==> src/csd_pkg.sv <==
// package for the concentric square-to-disk block
// widths, constants, arctangent table and the side-band struct
// no dependencies
`timescale 1ns / 1ps

package csd_pkg;

   localparam int SAMPLE_BITS = 16;
   localparam int ANGLE_STEPS = 16;
   localparam int FRAC_T      = 30;

   localparam int COORD_W = SAMPLE_BITS + 2;   // signed a, b and their negations
   localparam int MAG_W   = SAMPLE_BITS + 1;   // magnitudes up to 2^SAMPLE_BITS
   localparam int QUO_BITS = FRAC_T + 1;       // minor <= major, so quotient <= 2^30
   localparam int PI_W    = 30;
   localparam int PROD_W  = QUO_BITS + PI_W;
   localparam int Z_W     = 32;
   localparam int XY_W    = 33;
   localparam int SCL_W   = XY_W + MAG_W + 1;
   localparam int OUT_W   = 18;
   localparam int OUT_SH  = SAMPLE_BITS + FRAC_T - 16;

   localparam logic [PI_W-1:0]            PI_QUARTER_Q30 = PI_W'(843314857);
   localparam logic signed [XY_W-1:0]     GAIN_INV_Q30   = XY_W'(652032874);
   localparam logic signed [OUT_W-1:0]    OUT_MAX        = OUT_W'(65536);
   localparam logic signed [OUT_W-1:0]    OUT_MIN        = -OUT_W'(65536);

   localparam logic [31:0] ATAN_TAB [32] = '{
      32'h3243F6A8, 32'h1DAC6705, 32'h0FADBAFC, 32'h07F56EA6, 32'h03FEAB76,
      32'h01FFD55B, 32'h00FFFAAA, 32'h007FFF55, 32'h003FFFEA, 32'h001FFFFD,
      32'h000FFFFF, 32'h0007FFFF, 32'h0003FFFF, 32'h0001FFFF, 32'h0000FFFF,
      32'h00007FFF, 32'h00003FFF, 32'h00001FFF, 32'h00000FFF, 32'h000007FF,
      32'h000003FF, 32'h000001FF, 32'h000000FF, 32'h0000007F, 32'h0000003F,
      32'h0000001F, 32'h0000000F, 32'h00000008, 32'h00000004, 32'h00000002,
      32'h00000001, 32'h00000000
   };

   typedef struct packed {
      logic [1:0]       wedge;
      logic             neg;
      logic             zero;
      logic [MAG_W-1:0] radius;
   } side_type;

endpackage

==> src/csd_cordic.sv <==
// pipelined rotation-mode cordic, one iteration per register stage
// depends on csd_pkg
`timescale 1ns / 1ps

module csd_cordic (
   input  logic                              clock,
   input  logic                              reset,
   input  logic                              en,
   input  logic                              in_valid,
   input  logic signed [csd_pkg::Z_W-1:0]    z_in,
   input  csd_pkg::side_type                 side_in,
   output logic                              out_valid,
   output logic signed [csd_pkg::XY_W-1:0]   x_out,
   output logic signed [csd_pkg::XY_W-1:0]   y_out,
   output csd_pkg::side_type                 side_out
);
   import csd_pkg::*;

   logic                   vld_ff  [ANGLE_STEPS];
   logic signed [XY_W-1:0] x_ff    [ANGLE_STEPS];
   logic signed [XY_W-1:0] y_ff    [ANGLE_STEPS];
   logic signed [Z_W-1:0]  z_ff    [ANGLE_STEPS];
   side_type               side_ff [ANGLE_STEPS];

   for (genvar i = 0; i < ANGLE_STEPS; i++) begin : g_step
      logic                   vld_src;
      logic signed [XY_W-1:0] x_src, y_src, x_in, y_in;
      logic signed [Z_W-1:0]  z_src, z_in_n;
      side_type               side_src;

      if (i == 0) begin : g_first
         assign vld_src  = in_valid;
         assign x_src    = GAIN_INV_Q30;
         assign y_src    = '0;
         assign z_src    = z_in;
         assign side_src = side_in;
      end else begin : g_rest
         assign vld_src  = vld_ff[i-1];
         assign x_src    = x_ff[i-1];
         assign y_src    = y_ff[i-1];
         assign z_src    = z_ff[i-1];
         assign side_src = side_ff[i-1];
      end

      always_comb begin
         if (!z_src[Z_W-1]) begin
            x_in   = x_src - (y_src >>> i);
            y_in   = y_src + (x_src >>> i);
            z_in_n = z_src - $signed(ATAN_TAB[i]);
         end else begin
            x_in   = x_src + (y_src >>> i);
            y_in   = y_src - (x_src >>> i);
            z_in_n = z_src + $signed(ATAN_TAB[i]);
         end
      end

      always_ff @(posedge clock) begin
         if (reset) begin
            vld_ff[i] <= 1'b0;
         end else if (en) begin
            vld_ff[i] <= vld_src;
         end
      end

      always_ff @(posedge clock) begin
         if (en) begin
            x_ff[i]    <= x_in;
            y_ff[i]    <= y_in;
            z_ff[i]    <= z_in_n;
            side_ff[i] <= side_src;
         end
      end
   end

   assign out_valid = vld_ff[ANGLE_STEPS-1];
   assign x_out     = x_ff[ANGLE_STEPS-1];
   assign y_out     = y_ff[ANGLE_STEPS-1];
   assign side_out  = side_ff[ANGLE_STEPS-1];

endmodule
==> config.mk <==
export PLATFORM = sky130hd
export DESIGN_NAME = csd_cordic
export DESIGN_NICKNAME = d
export VERILOG_FILES = /design/src/csd_pkg.sv /design/src/csd_cordic.sv
export SDC_FILE = /design/constraint.sdc
export NUM_CORES = 2
export LEC_CHECK = 0
export BUFFER_PORTS_ARGS = -buffer_cell sky130_fd_sc_hd__clkbuf_2
export CORE_ASPECT_RATIO = 0.9
export CORE_MARGIN = 2
export CORE_UTILIZATION = 35
export DETAILED_ROUTE_END_ITERATION = 16
export SLEW_MARGIN = 20
export SYNTH_ARGS = -nofsm -noshare
export SYNTH_HDL_FRONTEND = slang
export SYNTH_SLANG_ARGS = --single-unit
==> constraint.sdc <==
create_clock -name clock -period 6.8 [get_ports clock]
set_clock_uncertainty 0.2 [all_clocks]
set_input_delay 0.68 -clock clock [delete_from_list [all_inputs] [get_ports clock]]
set_output_delay 0.68 -clock clock [all_outputs]
set_load 0.01 [all_outputs]
==> metrics.md <==
| Metric | Value |
|---|---|
| Status | `finished, final reports clean` |
| Average size of a mapped cell | `10.2 um^2` |
| Antenna Violating Nets Remaining | `0` |
| Mux cell area share after synthesis | `1.08%` |
| # rows | `211` |
| Warnings, synthesis | `0` |
| CTS tree | `yes` |
| Post-CTS setup buffers | `0` |
| Syn_nets | `14,200` |
| Vias in the first global route | `89,800` |
| Vias post-DR | `94,400` |
| Synth Register Bits | `1,767` |
| Yosys cell types | `98` |
| Setup TNS | `0 ps` |
| Commonest non-fill, non-tap cell in the layout | `edfxtp_1` |
| Cts hold-fix bufs | `37` |
| Adder-cell share of the synthesized area | `14.1%` |
| First-pass GRT wire length | `490,000 um` |
| Die height | `581 um` |
| Fin Hold WS | `107 ps` |
| FF+latch area | `53,100 um^2` |
| Final setup margin | `1140 ps` |
| Layout area overhead | `11.2%` |
| CP max FO | `5` |
| Period utilization | `83.2%` |
| Final net count | `14,500` |
| Initial core utilization | `35.2%` |
| DP HPWL | `234,000 um` |
| Ports | `145` |
| CP startpoint | `x_ff[0][173]` |
| CTS sink count | `1,767` |
| Crit Path Class | `flip-flop to flip-flop` |
| Post-synthesis xor/xnor area fraction | `12.1%` |
| Max frequency | `177 MHz` |
| Sequential element share of the synthesized area | `41.0%` |
| Max clock buf depth | `4` |
| Cells after synthesis | `12,700` |
| CP Capture Type | `flip-flop` |
| Number of instances in the placed design | `17,600` |
| Compound-gate portion of the synthesized area | `17.8%` |
| Simple-Gate Fraction of Synth Area | `12.1%` |
| Commonest cells after routing, fill and taps aside | `edfxtp_1, ha_1, a21oi_1` |
| Via-to-Cell Ratio | `5.23` |
| Type of origin of the critical path | `flip-flop` |
| Worst R2R Start | `x_ff[0][173]` |
| Unrepaired setup endpoints after global routing | `no` |
| First-pass iteration count of the detailed router | `6` |
| Fillcell total | `35,800` |
| Hold Path Origin | `z_in[9]` |
| Ys async rst share | `0%` |
| Final setup violation count | `0` |
| CTS buffer count | `211` |
| EDFF count, synth | `1,767` |
| Cts repair resizes | `0` |
| Worst Path Arrival | `6050 ps` |
| Initial antenna violation count | `1` |
| DRC | `0` |
| Final hold vios | `0` |
| Die Wd | `645 um` |
| PortBufs | `144` |
| Worst Hold Depth | `3` |
| Layout cell share with drive strength beyond 1 | `5.48%` |
| Setup slack, reg-to-reg | `1140 ps` |
| Area occupied by multi-input gates | `73,900 um^2` |
| Largest net degree at the start of global routing | `160` |
| Dominant synthesized flop cell | `edfxtp_1` |
| Clk_lat worst skew | `940 ps` |
| Rel. slew slack | `29.6%` |
| Grt ovf | `0` |
| Clk slew on worst S/H paths | `60 ps` |
| Clock Tree Root | `clkbuf_16` |
| Largest family of logic cells by synthesized area | `compound AO/OA/AOI/OAI gates` |
| Core area | `368,000 um^2` |
| # Max-Cap Violations | `0` |
| Tmin final | `5660 ps` |
| Final Wtd Congestion | `0.900` |
| Hold/Removal Path Class | `input port to flip-flop` |
| Deepest level of the CTS H-tree | `4` |
| DR iter-0 viols | `6,212` |
| Die ar. | `375,000 um^2` |
| Slew at the pin with the worst max-slew slack | `1060 ps` |
| GRT Overall Usage | `15.7%` |
| Non-Filler Instances | `18,100` |
| Post-Syn Area | `130,000 um^2` |
| Slew Limit Fails | `0` |
| DP Worst Slack | `1250 ps` |
| Reg2Reg Depth | `17` |
| Routed wire length | `302,000 um` |
| Req. time, crit path | `7190 ps` |
| WL/cell | `16.7 um` |
==> state kept, by name, indices dropped and copies added (netlist names) <==
register / flops
side_ff: 336
vld_ff: 16
x_ff: 470
y_ff: 496
z_ff: 449
==> critical path, cell delays in order (launching register included) <==
cell      delay [ps]
edfxtp_1         450
nor2_1           200
nand4b_1         210
nor3b_1          400
and2_1           300
nor4b_1          810
nor2_1           120
xnor2_1          180
ha_1             340
nand2_1           70
or2_2            330
o31a_1           320
o31ai_1          420
a21oi_1          170
o21ai_0          310
o21ai_0          180
a31oi_1          230
xnor2_1           90
==> cell usage after synthesis (146+ instances only) <==
library cell  count  area share [%]
nand2_1         565             1.6
a21o_1          626             3.6
xor2_1          583             3.9
inv_1           507             1.5
nor3_1          300             1.2
nand3_1         231            0.89
edfxtp_1       1767              41
o21a_1          196             1.1
ha_1           1386              13
nor2_1         1164             3.4
nor2b_1         165            0.80
a31oi_1         146            0.70
nand2b_1        173            0.84
o21ai_0         520             2.0
o21bai_1        162            0.94
xnor2_1        1202             8.1
a21oi_1        1361             5.3
==> per-layer routing <==
layer | vias up | track usage [%] | part of all wire [%]
met3 | 412 | 1.83 | 4.2
met5 | - | 0 | 0
met4 | 0 | 3.78 | 2.5
met2 | 1669 | 25.6 | 45
met1 | 44400 | 22.3 | 49
li1 | 47900 | - | -
==> cell families (layout without fill, tap and decap cells) <==
group                    after synthesis  in the layout
XOR/XNOR                            1785           1785
flip-flops                          1767           1767
buffers and inverters                684           1159
AND/OR/NAND/NOR                     3239           3239
AO/OA/AOI/OAI                       3648           3648
adder cells (fa/ha/maj)             1430           1430
multiplexers                         133            133
other                                  0              1
==> final timing paths <==
| path | end |
|---|---|
| worst max-delay path | y_ff[0][230] |
| worst min-delay path | z_ff[0][9] |
| worst max register to register | y_ff[0][230] |
| worst min register to register | side_ff[0][148] |
==> cell type report <==
class	count	share of cell area, %
clock inverters	137	1.11
multi-input cells	10200	51.3
clock buffers	242	3.81
diodes	1	0.00174
repair buffers	268	1.32
flip-flops and latches	1767	36.8
inverters	512	1.33
well taps	4899	4.26
==> stage by stage <==
step / util [%] / instance area [um^2]
detailed placement: 37.1 / 137000
finish: 39.2 / 144000
CTS: 39.2 / 144000
global placement: 37.1 / 137000
floorplan: - / 130000
global route: 39.2 / 144000
Power is left out: the tool's default activity adds up to more than one toggle a clock period on the data nets, which glitch-free logic cannot reach.
